File: src/rtl/cmrm_pkg.sv
// shared types, constants and the scaling function of the mirror range map
// no dependencies
package cmrm_pkg;

    localparam int MAX_WIDTH_DEF = 1024;
    localparam int LINE_WIDTH_W  = 11;
    localparam int CHAN_W        = 8;
    localparam int CFG_INDEX_W   = 3;
    localparam int Q_DEPTH       = 4;

    localparam logic [LINE_WIDTH_W-1:0] LINE_WIDTH_RST     = 11'd1024;
    localparam logic [CHAN_W-1:0]       CYAN_GAIN_RST      = 8'd170;
    localparam logic [CHAN_W-1:0]       CYAN_OFFSET_RST    = 8'd85;
    localparam logic [CHAN_W-1:0]       MAGENTA_GAIN_RST   = 8'd170;
    localparam logic [CHAN_W-1:0]       MAGENTA_OFFSET_RST = 8'd30;
    localparam logic [CHAN_W-1:0]       YELLOW_GAIN_RST    = 8'd150;
    localparam logic [CHAN_W-1:0]       YELLOW_OFFSET_RST  = 8'd20;

    typedef enum logic [CFG_INDEX_W-1:0] {
        CFG_LINE_WIDTH,
        CFG_CYAN_GAIN,
        CFG_CYAN_OFFSET,
        CFG_MAGENTA_GAIN,
        CFG_MAGENTA_OFFSET,
        CFG_YELLOW_GAIN,
        CFG_YELLOW_OFFSET
    } cfg_idx_t;

    typedef enum logic {
        OP_PIXEL = 1'b0,
        OP_FLUSH = 1'b1
    } op_t;

    typedef struct packed {
        logic [CHAN_W-1:0] c;
        logic [CHAN_W-1:0] m;
        logic [CHAN_W-1:0] y;
        logic              eol;
    } pix_t;

    typedef struct packed {
        logic [CHAN_W-1:0] cyan_gain;
        logic [CHAN_W-1:0] cyan_offset;
        logic [CHAN_W-1:0] magenta_gain;
        logic [CHAN_W-1:0] magenta_offset;
        logic [CHAN_W-1:0] yellow_gain;
        logic [CHAN_W-1:0] yellow_offset;
    } scale_cfg_t;

    // floor(p / 255) + offset, saturated; exact for any product of two 8-bit values
    function automatic logic [CHAN_W-1:0] scale_chan(
        input logic [2*CHAN_W-1:0] p,
        input logic [CHAN_W-1:0]   offset
    );
        logic [2*CHAN_W:0] t;
        logic [CHAN_W-1:0] q;
        logic [CHAN_W:0]   s;
        t = {1'b0, p} + (2*CHAN_W+1)'(1) + (2*CHAN_W+1)'(p >> CHAN_W);
        q = t[2*CHAN_W-1:CHAN_W];
        s = {1'b0, q} + {1'b0, offset};
        return s[CHAN_W] ? {CHAN_W{1'b1}} : s[CHAN_W-1:0];
    endfunction

endpackage

File: src/rtl/cmrm_queue.sv
// short first-in first-out queue of released pixels between front and back
// depends on cmrm_pkg
module cmrm_queue
    import cmrm_pkg::*;
#(
    parameter int DEPTH = Q_DEPTH
) (
    input  logic                       clk,
    input  logic                       rst_n,
    input  logic                       push,
    input  pix_t                       push_data,
    input  logic                       pop,
    output pix_t                       pop_data,
    output logic                       not_empty,
    output logic [$clog2(DEPTH+1)-1:0] count
);

    localparam int PW = (DEPTH > 1) ? $clog2(DEPTH) : 1;
    localparam int NW = $clog2(DEPTH + 1);

    pix_t          slot_reg [DEPTH];
    logic [PW-1:0] wr_ptr_reg, wr_ptr_next;
    logic [PW-1:0] rd_ptr_reg, rd_ptr_next;
    logic [NW-1:0] count_reg, count_next;

    always_comb
    begin
        wr_ptr_next = wr_ptr_reg;
        rd_ptr_next = rd_ptr_reg;
        count_next  = count_reg;
        if (push)
        begin
            wr_ptr_next = (wr_ptr_reg == PW'(DEPTH - 1)) ? '0 : wr_ptr_reg + PW'(1);
        end
        if (pop)
        begin
            rd_ptr_next = (rd_ptr_reg == PW'(DEPTH - 1)) ? '0 : rd_ptr_reg + PW'(1);
        end
        if (push && !pop)
        begin
            count_next = count_reg + NW'(1);
        end
        else if (pop && !push)
        begin
            count_next = count_reg - NW'(1);
        end
    end

    always_ff @(posedge clk or negedge rst_n)
    begin
        if (!rst_n)
        begin
            wr_ptr_reg <= '0;
            rd_ptr_reg <= '0;
            count_reg  <= '0;
        end
        else
        begin
            wr_ptr_reg <= wr_ptr_next;
            rd_ptr_reg <= rd_ptr_next;
            count_reg  <= count_next;
        end
    end

    always_ff @(posedge clk)
    begin
        if (push)
        begin
            slot_reg[wr_ptr_reg] <= push_data;
        end
    end

    assign pop_data  = slot_reg[rd_ptr_reg];
    assign not_empty = (count_reg != '0);
    assign count     = count_reg;

endmodule

File: config.mk
export PLATFORM = sky130hd
export DESIGN_NAME = cmrm_queue
export DESIGN_NICKNAME = d
export VERILOG_FILES = /design/src/rtl/cmrm_pkg.sv /design/src/rtl/cmrm_queue.sv
export SDC_FILE = /design/constraint.sdc
export NUM_CORES = 1
export LEC_CHECK = 0
export BUFFER_PORTS_ARGS = -buffer_cell sky130_fd_sc_hd__buf_2
export CAP_MARGIN = 20
export CORE_UTILIZATION = 35
export CTS_BUF_LIST = sky130_fd_sc_hd__clkbuf_8
export DETAILED_ROUTE_END_ITERATION = 10
export GPL_ROUTABILITY_DRIVEN = 0
export PLACE_DENSITY = 0.51
export RECOVER_POWER = 50
export SLEW_MARGIN = 20
export SYNTH_ARGS = -nofsm -noshare
export SYNTH_HDL_FRONTEND = slang
export SYNTH_SLANG_ARGS = --single-unit
File: constraint.sdc
create_clock -name clk -period 2 [get_ports clk]
set_input_delay 0.1 -clock clk [delete_from_list [all_inputs] [get_ports clk]]
set_output_delay 0.1 -clock clk [all_outputs]
set_load 0.005 [all_outputs]
**Yosys cells after proc, flatten, opt, wreduce, memory -nomap -nowiden**

Memories as Yosys holds them, arrays and structs flattened.
Cells that the tools add are included.

- Input bits: 29
- Memories: 1
- Register bits: 7
- Output and inout port bits: 29
- Bits in writable memories: 100
- Logic and storage cells: 22

- Equality and inequality tests: 2
- $add $sub $neg: 4
- Multiplexer cells: 6
- Reductions and logical operators: 6

Memory list:

| name | depth | bits a word | rd ports | clocked after memory_dff | wr ports | line | text |
|---|---|---|---|---|---|---|---|
| slot_reg | 4 | 25 | 1 | 0 | 1 | cmrm_queue.sv:21 | `pix_t slot_reg [DEPTH];` |

Operator list:

| operator | number |
|---|---|
| $mux W3 | 2 |
| $add A2 B1 Y2 const B | 2 |
| $eq A2 B2 Y1 const B | 2 |
| $mux W2 | 2 |
| $add A3 B1 Y3 const B | 1 |
| $reduce_bool A3 Y1 | 1 |
| $sub A3 B1 Y3 const B | 1 |
| $logic_and A1 B1 Y1 | 2 |
| $logic_not A1 Y1 | 2 |
| $mux W1 | 2 |
| $reduce_bool A2 Y1 | 1 |

**Logic depth before layout (Yosys ltp)**

- Depth in word-level cells: 4
- Depth in mapped cells: 7

**Least setup slack after synthesis**

No wires, ideal clock.

- Path type: register to register
- Start point: register wr_ptr_reg[0]
- End point: memory slot_reg[2][0] (netlist name) (enable)
- Cell stages (with the launch flop): 4
- Data arrival time: 1.251 ns
- Required time: 1.616 ns
- Clock period less this slack: 1.635 ns
- Library setup time: 0.384 ns
- Buffers on the path: 0
- Path slack: 0.365 ns
- Cell sequence: dfrtp_1 > inv_1 > ha_1 > and2_1

RTL lines:

| item | line | text |
|---|---|---|
| start, declared | cmrm_queue.sv:22 | `logic [PW-1:0] wr_ptr_reg, wr_ptr_next;` |
| start signal, assigned | cmrm_queue.sv:59 | `wr_ptr_reg <= wr_ptr_next;` |
| end, declared | cmrm_queue.sv:21 |  |

No word-level cell before the write port.

==> impl_metrics.json <==
{
  "status": "finished clean",
  "grt_use_total_pct": 12.4,
  "setup_tns_ns": 0,
  "drc": 0,
  "cts_root_buffer": "clkbuf_8",
  "synth_common_cells": "edfxtp_1 (100), mux4_2 (18), dfrtp_1 (7), mux4_1 (7), ha_1 (6)",
  "largest_register_ffs": 100,
  "row_count": 38,
  "drv_cap": 0,
  "n_fill_cell": 967,
  "grt_max_degree": 26,
  "pin_count": 58,
  "reg2reg_depth": 4,
  "initial_core_util_pct": 36.7,
  "die-area_um2": 12000,
  "cts_buffer_depth": 2,
  "slew-limit-headroom_pct": 46.9,
  "tightest_slew_ns": 0.796,
  "grt.overflow.total": 0,
  "first_global_vias": 1894,
  "syn_nets": 203,
  "syn_area_per_cell_um2": 24.3,
  "synth_most_common_cell": "edfxtp_1",
  "vias": 1884,
  "r2r-end": "slot_reg[1][23]",
  "grt_pass1_wl_um": 10400,
  "synthDistinctLibCells": 18,
  "firstDrtPassIters": 4,
  "synth_area_leaders": "edfxtp_1 (74%), mux4_2 (10%), mux4_1 (4.5%)",
  "yosys_warnings": 0,
  "holdWs_ns": 0.0551,
  "wl_per_cell_um": 16.9,
  "startpoint_type": "flop",
  "wl_um": 6890,
  "arrival_ns": 1.74,
  "async_flop_share_pct": 6.54,
  "end_kind": "primary output",
  "n_antenna_cell": 0,
  "crit_fanout": 14,
  "setup_violations": 0,
  "cts_tree": "built",
  "hold_violations": 0,
  "io_buffers": 57,
  "cp-endpoint": "pop_data[10]",
  "synth_top_cell_area_share_pct": 73.9,
  "startpoint": "rd_ptr_reg[0]",
  "power.leakage_nw": 1.69,
  "rrSetupSlack_ns": 0.23,
  "cts.reportedPaths.clkPinSlew_ns": 0.09,
  "hp-start": "push",
  "period_share_pct": 91.9,
  "die_x_um": 110,
  "holdCritPathClass": "input pin to flop",
  "clock_latency_ns": 0.34,
  "synth_area_um2": 4060,
  "final_util_pct": 44.5,
  "syn-instance-count": 167,
  "post_cts_resized": 0,
  "vdd_ir_drop_max_uv": 487,
  "r2r-start": "wr_ptr_reg[1]",
  "drive_gt1_share_pct": 26.9,
  "final_max_slew_viol_count": 0,
  "yosysTopAreaCell": "edfxtp_1",
  "dp_hpwl_um": 4130,
  "max_freq_mhz": 544,
  "viasPerCell": 4.62,
  "powerDensity_nw_per_um2": 1210,
  "drt-initial-drc-count": 64,
  "fin_total_pwr_mw": 5.96,
  "cts_made_buffers": 9,
  "rsz0062_at_grt": "no",
  "area_growth_pct": 21.3,
  "synth-edff-count": 100,
  "clock-sinks": 107,
  "die_y_um": 110,
  "core_area_um2": 11100,
  "synth_flop_cell": "edfxtp_1",
  "required_ns": 1.90,
  "critical_path_class": "flop to primary output",
  "fin_skew_ns": 0.00722,
  "fin_nets": 299,
  "grt_antenna_before_repair": 0,
  "ys_seq_area_share_pct": 78.2,
  "min_period_ns": 1.84,
  "htreeDepth": 3,
  "synth_seq_cells": 107,
  "postRouteAntennaNets": 0
}
==> stage by stage <==
stage                     setup WS (ns)  instances  instance area, um^2
final                             0.163        408                 4930
after global routing             0.0558        408                 4930
after CTS                         0.108        408                 4980
after detailed placement          0.495        366                 4560
after global placement            0.495        366                 4560
after floorplan                   0.365        167                 4060
==> cell families after synthesis <==
family,share of synthesized area [%]
mux,15.3
buf+inv,2.00
flops,78.2
xor+xnor,0.647
simple gates,1.23
compound gates,0.246
fa+ha+maj,2.34
==> per-layer routing <==
metal / up-vias / wire length, um / track usage [%]
met4: 0 / 51 / 3.43
li1: 881 / - / -
met5: - / 0 / 0
met3: 4 / 299 / 3.79
met1: 950 / 3290 / 16.9
met2: 49 / 3250 / 19.2
==> where the power goes <==
part	internal, mW	switching (mW)	total (mW)
clock	0.438	0.675	1.11
combinational	0.959	0.888	1.85
sequential	2.89	0.118	3.00
==> layout make-up <==
class                           instances  area (um^2)  share of cell area (%)
Inverter                                4         15.0                   0.305
Sequential cell                       107         3180                    64.5
Tap cell                              140          175                    3.55
Clock buffer                            9          124                    2.51
Multi-Input combinational cell         50          805                    16.3
Timing Repair Buffer                   91          593                    12.0
Clock inverter                          7         38.8                   0.787
==> cell usage in the layout, fill, tap and decap left out, drive strengths merged, types with 4 or more instances in the layout <==
cell type | netlist | final
and2 | 4 | 4
buf | 6 | 36
clkbuf | 0 | 38
dfrtp | 7 | 7
dlygate4sd3 | 0 | 26
edfxtp | 100 | 100
ha | 6 | 6
inv | 4 | 7
mux4 | 25 | 25
==> timing repair <==
item,in CTS,in global routing
hold endpoints to repair,107,0
endpoints found under the setup margin,0,0
hold buffers,26,0
setup buffers,0,0
==> worst max-delay path, stage by stage, from the launching register on <==
cell and delay (ns):
dfrtp_2 0.36, buf_4 0.28, mux4_1 0.60, buf_2 0.14
==> worst min path at each step <==
| stage | to | slack, ns | cells after the start |
|---|---|---|---|
| finish | wr_ptr_reg[0] | 0.06 | 2 |
| global route | wr_ptr_reg[1] | 0.03 | 2 |
| CTS | wr_ptr_reg[1] | 0.03 | 2 |
| detailed placement | count[2] | -0.04 | 1 |
| global placement | wr_ptr_reg[1] | -0.04 | 1 |
| floorplan | count[0] | -0.20 | 0 |
Note: power is estimated with default switching activity, not from simulation.
