--- config.mk ---
export PLATFORM = sky130hd
export DESIGN_NAME = cmrm_back
export DESIGN_NICKNAME = d
export VERILOG_FILES = /design/src/rtl/cmrm_pkg.sv /design/src/rtl/cmrm_back.sv
export SDC_FILE = /design/constraint.sdc
export NUM_CORES = 1
export LEC_CHECK = 0
export BUFFER_PORTS_ARGS = -buffer_cell sky130_fd_sc_hd__buf_2
export CAP_MARGIN = 10
export CORE_UTILIZATION = 34
export CTS_BUF_LIST = sky130_fd_sc_hd__clkbuf_8
export CTS_CLUSTER_SIZE = 28
export DETAILED_ROUTE_END_ITERATION = 10
export SLEW_MARGIN = 40
export SYNTH_ARGS = -nofsm -noshare
export SYNTH_HDL_FRONTEND = slang
export SYNTH_SLANG_ARGS = --single-unit
export TNS_END_PERCENT = 20
--- constraint.sdc ---
create_clock -name clk -period 12.9 [get_ports clk]
set_clock_uncertainty 0.1 [all_clocks]
set_input_delay 1.29 -clock clk [delete_from_list [all_inputs] [get_ports clk]]
set_output_delay 1.29 -clock clk [all_outputs]
set_load 0.01 [all_outputs]
--- src/rtl/cmrm_pkg.sv ---
// shared types, constants and the scaling function of the mirror range map
// no dependencies
package cmrm_pkg;

    localparam int MAX_WIDTH_DEF = 1024;
    localparam int LINE_WIDTH_W  = 11;
    localparam int CHAN_W        = 8;
    localparam int CFG_INDEX_W   = 3;
    localparam int Q_DEPTH       = 4;

    localparam logic [LINE_WIDTH_W-1:0] LINE_WIDTH_RST     = 11'd1024;
    localparam logic [CHAN_W-1:0]       CYAN_GAIN_RST      = 8'd170;
    localparam logic [CHAN_W-1:0]       CYAN_OFFSET_RST    = 8'd85;
    localparam logic [CHAN_W-1:0]       MAGENTA_GAIN_RST   = 8'd170;
    localparam logic [CHAN_W-1:0]       MAGENTA_OFFSET_RST = 8'd30;
    localparam logic [CHAN_W-1:0]       YELLOW_GAIN_RST    = 8'd150;
    localparam logic [CHAN_W-1:0]       YELLOW_OFFSET_RST  = 8'd20;

    typedef enum logic [CFG_INDEX_W-1:0] {
        CFG_LINE_WIDTH,
        CFG_CYAN_GAIN,
        CFG_CYAN_OFFSET,
        CFG_MAGENTA_GAIN,
        CFG_MAGENTA_OFFSET,
        CFG_YELLOW_GAIN,
        CFG_YELLOW_OFFSET
    } cfg_idx_t;

    typedef enum logic {
        OP_PIXEL = 1'b0,
        OP_FLUSH = 1'b1
    } op_t;

    typedef struct packed {
        logic [CHAN_W-1:0] c;
        logic [CHAN_W-1:0] m;
        logic [CHAN_W-1:0] y;
        logic              eol;
    } pix_t;

    typedef struct packed {
        logic [CHAN_W-1:0] cyan_gain;
        logic [CHAN_W-1:0] cyan_offset;
        logic [CHAN_W-1:0] magenta_gain;
        logic [CHAN_W-1:0] magenta_offset;
        logic [CHAN_W-1:0] yellow_gain;
        logic [CHAN_W-1:0] yellow_offset;
    } scale_cfg_t;

    // floor(p / 255) + offset, saturated; exact for any product of two 8-bit values
    function automatic logic [CHAN_W-1:0] scale_chan(
        input logic [2*CHAN_W-1:0] p,
        input logic [CHAN_W-1:0]   offset
    );
        logic [2*CHAN_W:0] t;
        logic [CHAN_W-1:0] q;
        logic [CHAN_W:0]   s;
        t = {1'b0, p} + (2*CHAN_W+1)'(1) + (2*CHAN_W+1)'(p >> CHAN_W);
        q = t[2*CHAN_W-1:CHAN_W];
        s = {1'b0, q} + {1'b0, offset};
        return s[CHAN_W] ? {CHAN_W{1'b1}} : s[CHAN_W-1:0];
    endfunction

endpackage

--- src/rtl/cmrm_back.sv ---
// back end: gain multiply stage, divide by 255 with offset and saturation, output register
// depends on cmrm_pkg
module cmrm_back
    import cmrm_pkg::*;
(
    input  logic              clk,
    input  logic              rst_n,
    input  logic              q_valid,
    input  pix_t              q_data,
    output logic              q_pop,
    input  scale_cfg_t        scale_cfg,
    output logic              out_valid,
    input  logic              out_ready,
    output logic [CHAN_W-1:0] cyan,
    output logic [CHAN_W-1:0] magenta,
    output logic [CHAN_W-1:0] yellow,
    output logic              end_of_line
);

    logic                m_valid_reg;
    logic [2*CHAN_W-1:0] m_c_reg;
    logic [2*CHAN_W-1:0] m_m_reg;
    logic [2*CHAN_W-1:0] m_y_reg;
    logic                m_eol_reg;
    logic                o_valid_reg;
    logic [CHAN_W-1:0]   o_c_reg;
    logic [CHAN_W-1:0]   o_m_reg;
    logic [CHAN_W-1:0]   o_y_reg;
    logic                o_eol_reg;
    logic                o_load;
    logic                m_load;

    assign o_load = !o_valid_reg || out_ready;
    assign m_load = !m_valid_reg || o_load;
    assign q_pop  = m_load && q_valid;

    always_ff @(posedge clk or negedge rst_n)
    begin
        if (!rst_n)
        begin
            m_valid_reg <= 1'b0;
            o_valid_reg <= 1'b0;
        end
        else
        begin
            if (m_load)
            begin
                m_valid_reg <= q_valid;
            end
            if (o_load)
            begin
                o_valid_reg <= m_valid_reg;
            end
        end
    end

    always_ff @(posedge clk)
    begin
        if (q_pop)
        begin
            m_c_reg   <= q_data.c * scale_cfg.cyan_gain;
            m_m_reg   <= q_data.m * scale_cfg.magenta_gain;
            m_y_reg   <= q_data.y * scale_cfg.yellow_gain;
            m_eol_reg <= q_data.eol;
        end
        if (o_load && m_valid_reg)
        begin
            o_c_reg   <= scale_chan(m_c_reg, scale_cfg.cyan_offset);
            o_m_reg   <= scale_chan(m_m_reg, scale_cfg.magenta_offset);
            o_y_reg   <= scale_chan(m_y_reg, scale_cfg.yellow_offset);
            o_eol_reg <= m_eol_reg;
        end
    end

    assign out_valid   = o_valid_reg;
    assign cyan        = o_c_reg;
    assign magenta     = o_m_reg;
    assign yellow      = o_y_reg;
    assign end_of_line = o_eol_reg;

endmodule

**After elaboration in Yosys (flattened, before gate mapping)**

Index checks and enable logic that the tools add are counted.

- Register bits after elaboration: 76
- Output and inout bits: 27
- Logic and storage cells: 28

- Add/sub/neg operators: 9
- $mul: 3
- Reduce and logical (&&, ||, !) cells: 6

Operators with widths:

| cell | number |
|---|---|
| adder 16 x 1 -> 16 bit (second input constant) | 3 |
| adder 16 x 8 -> 16 bit | 3 |
| multiplier 8 x 8 -> 16 bit | 3 |
| adder 8 x 8 -> 9 bit | 3 |
| logical AND 1 bit | 2 |
| logical NOT 1 bit | 2 |
| logical OR 1 bit | 2 |

**Depth between registers and ports, before layout**

- Depth after elaboration: 4
- Depth in mapped cells: 16

**Worst setup path after synthesis**

OpenSTA, ideal clock, no wires.

- Kind: input to output
- From: input out_ready
- To: output q_pop
- Arrival: 5.137 ns
- Setup slack: 6.373 ns
- Stages on the path: 2
- Path buffers: 0
- Cell sequence: nor2b_1 > a21boi_0

- Word-level cells in the longest chain between the ends: 3

RTL lines:

| element | RTL line | text |
|---|---|---|
| start: declaration | cmrm_back.sv:13 | `input logic out_ready,` |
| logical OR 1 bit | cmrm_back.sv:33 | `assign o_load = !o_valid_reg \|\| out_ready;` |
| logical OR 1 bit | cmrm_back.sv:34 | `assign m_load = !m_valid_reg \|\| o_load;` |
| logical AND 1 bit | cmrm_back.sv:35 | `assign q_pop = m_load && q_valid;` |
| end: declaration | cmrm_back.sv:10 | `output logic q_pop,` |

No other way between the ends.

**Worst setup path in the final report**

- From: input q_data[14] (netlist bit)
- To: register m_m_reg[13], data pin

- Word-level cells in the longest chain between the ends: 1

RTL lines:

| element | RTL line | text |
|---|---|---|
| start: declaration | cmrm_back.sv:9 | `input pix_t q_data,` |
| multiplier 8 x 8 -> 16 bit | cmrm_back.sv:62 | `m_m_reg <= q_data.m * scale_cfg.magenta_gain;` |
| end signal: assignment | cmrm_back.sv:62 |  |
| end: declaration | cmrm_back.sv:22 | `logic [2*CHAN_W-1:0] m_m_reg;` |

No other way between the ends.
A chain may end at the register's enable or synchronous reset.

==> results.md <==
* Grt met1 use at 18.13%
* Met3 Track Usage GR at 2.191%
* Synth Instances at 1,055
* Num ports at 104
* Die span in x at 177.1 um
* Critical Path AT at 5.29 ns
* Syn_area_per_cell at 9.884 um2
* Htree depth at 3
* EDFF count, synth at 74
* Avg Vias per Cell at 4.707
* Hold Path Class: reg -> reg
* Worst Max-Slew Pin Slew at 0.6208 ns
* Async SR Flop Fraction at 2.632%
* Pwr/cell area at 163.8 nW/um2
* Core Rows at 63
* Setup-failing EPs final at 0
* Clock-pin slew on the worst setup and hold paths at 0.08 ns
* Slew HR at 58.62%
* Share of cells above drive strength 1 at 11.50%
* First-pass GRT wire length at 34.12 mm
* Overall Global Routing Usage at 13.42%
* Chip height at 177.1 um
* Drt first pass iters at 5
* Dpl cells at 1,548
* Tot Pwr at 1.902 mW
* Number of buffers added on ports at 103
* WHS Path Cells at 0
* DRC violations left at 0
* WHS at 0.3299 ns
* Post-Syn Area at 10,430 um2
* Core ar. at 29,870 um2
* CTS tree: done
* GRT met2 Usage at 21.99%
* Number of max-cap violations at 0
* Gates resized, CTS repair at 0
* Kind of end point of the critical path: flip-flop
* Root Buffer: clkbuf_8
* Max Freq at 0.1925 GHz
* Max VDD drop at 0.06797 mV
* Die area at 31,370 um2
* Initial DRC count at 318
* Max Slew Vio Count at 0
* Routed len/inst at 12.81 um
* Synth cell types at 48
* RSZ-0062 raised after global routing: no
* Fin crit share at 40.26%
* Worst reg-to-reg path cell count at 13
* Initial antenna violation count at 4
* Sequential area share after synthesis at 21.79%
* CP required at 13.00 ns
* Clock Latency Late Sink at 0.37 ns
* Status: finished clean
* Detail Placement HPWL at 17.11 mm
* WL final at 20.07 mm
* Sum Neg Setup Slack at 0 ns
* Max FO, Critical Path at 8
* TritonCTS Buffers at 9
* Gr busiest metal: met2
* Post-CTS Setup Bufs at 0
* Top_reg_cell synth: edfxtp_1
* Most frequent cells in the layout: 162 x inv_1, 153 x and2_1, 153 x ha_1
* Initial Util at 34.90%
* P_leak at 5.556 nW
* Post-CTS Hold Buffers at 0
* Vias at 7,376
* Area growth from synthesis to layout at 11.40%
* Clock sink count at 76
* Setup crit start kind: input pin
* ANT nets after route at 0
* CTS Buffer Depth at 2
* Final Non-Filler Cells at 1,567
* Yosys reg bits at 76
* Syn_nets at 1,396
* Final nets at 1,510
* Pin count of the biggest net entering global routing at 50
* Fin. Hold Viols at 0
* Vias in the first global route at 7,262
* Final Util at 38.88%
* Tmin final at 5.194 ns
* Total grt overflow at 0
* GPL Wtd Cong at 0.8395
* Yosys Warn Count at 0
* Crit path kind: in -> reg
* Commonest non-fill, non-tap cell in the layout: inv_1
critical path: stages:
cell,delay [ns]
buf_2,0.15
nand2_1,0.09
fa_1,0.51
fa_1,0.55
inv_1,0.05
fa_1,0.52
inv_1,0.05
fa_1,0.54
inv_1,0.04
ha_1,0.32
o21ai_1,0.19
a21oi_2,0.08
o41ai_4,0.32
or4b_1,0.47
o211ai_1,0.11
per-stage QoR:
step	instance area (um2)	worst slack, ns
final	11620	7.706
after global routing	11610	7.437
after CTS	11610	7.706
after detailed placement	11450	7.315
after global placement	11450	7.367
after floorplan	10430	6.373
final timing paths:
check	slack (ns)	from	to
setup / recovery	7.71	q_data[14]	m_m_reg[13]
hold / removal	0.33	m_eol_reg	end_of_line
setup reg to reg	8.99	m_m_reg[13]	magenta[1]
hold reg to reg	0.33	m_eol_reg	end_of_line
max in group asynchronous	12.01	rst_n	m_valid_reg
min in group asynchronous	0.59	rst_n	out_valid
Yosys cell counts (2+ instances only):
library cell,instances,area share [%]
nor2_1,37,1.3
a21oi_2,3,0.25
o311ai_0,3,0.25
dfrtp_1,2,0.48
a2111oi_0,2,0.17
nand2_1,79,2.8
o21bai_1,9,0.65
and2_1,154,9.2
o21ai_1,4,0.19
o22a_2,2,0.19
nand3_1,15,0.72
and3_1,5,0.30
xor2_1,17,1.4
inv_1,159,5.7
nor2b_1,7,0.42
a21oi_1,41,2.0
fa_1,111,21
a211oi_1,9,0.65
xnor2_1,51,4.3
nor3_1,18,0.86
nor4_1,2,0.12
a31oi_1,3,0.18
a311oi_1,3,0.25
a21o_1,17,1.2
nand3b_1,3,0.22
edfxtp_1,74,21
or2_2,2,0.12
nand2b_1,19,1.1
o41ai_4,2,0.53
nand4_1,3,0.18
o21ai_0,26,1.2
ha_1,153,18
o211ai_1,5,0.36
area by class of cell:
type / count / area (um2)
sequential: 76 / 2272
clock buffer: 9 / 123.9
antenna: 3 / 7.507
clock inverter: 7 / 37.54
tap: 390 / 488.0
multi-input combinational: 819 / 7567
timing repair buffer: 104 / 523.0
fill: 2993 / 18260
inverter: 159 / 596.8
cell families after synthesis:
family	share of synthesized area (%)
AND/OR/NAND/NOR	17.94
adder cells (fa/ha/maj)	39.67
buffers and inverters	5.759
AO/OA/AOI/OAI	9.035
flip-flops	21.79
XOR/XNOR	5.712
multiplexers	0.09600
where the power goes:
part,leakage [nW],switching (mW),internal (mW),total (mW)
registers,0.724,0.0589,0.431,0.489
clock network,0.0928,0.0857,0.0672,0.153
logic,4.74,0.678,0.582,1.26
total,5.56,0.823,1.08,1.90
routing by layer:
metal | part of all wire, % | up-vias
met5 | 0.065 | -
met4 | 1.5 | 2
met3 | 4.2 | 18
met2 | 46 | 118
met1 | 48 | 3504
li1 | - | 3734
No activity file was read; power rests on OpenSTA's default activity.
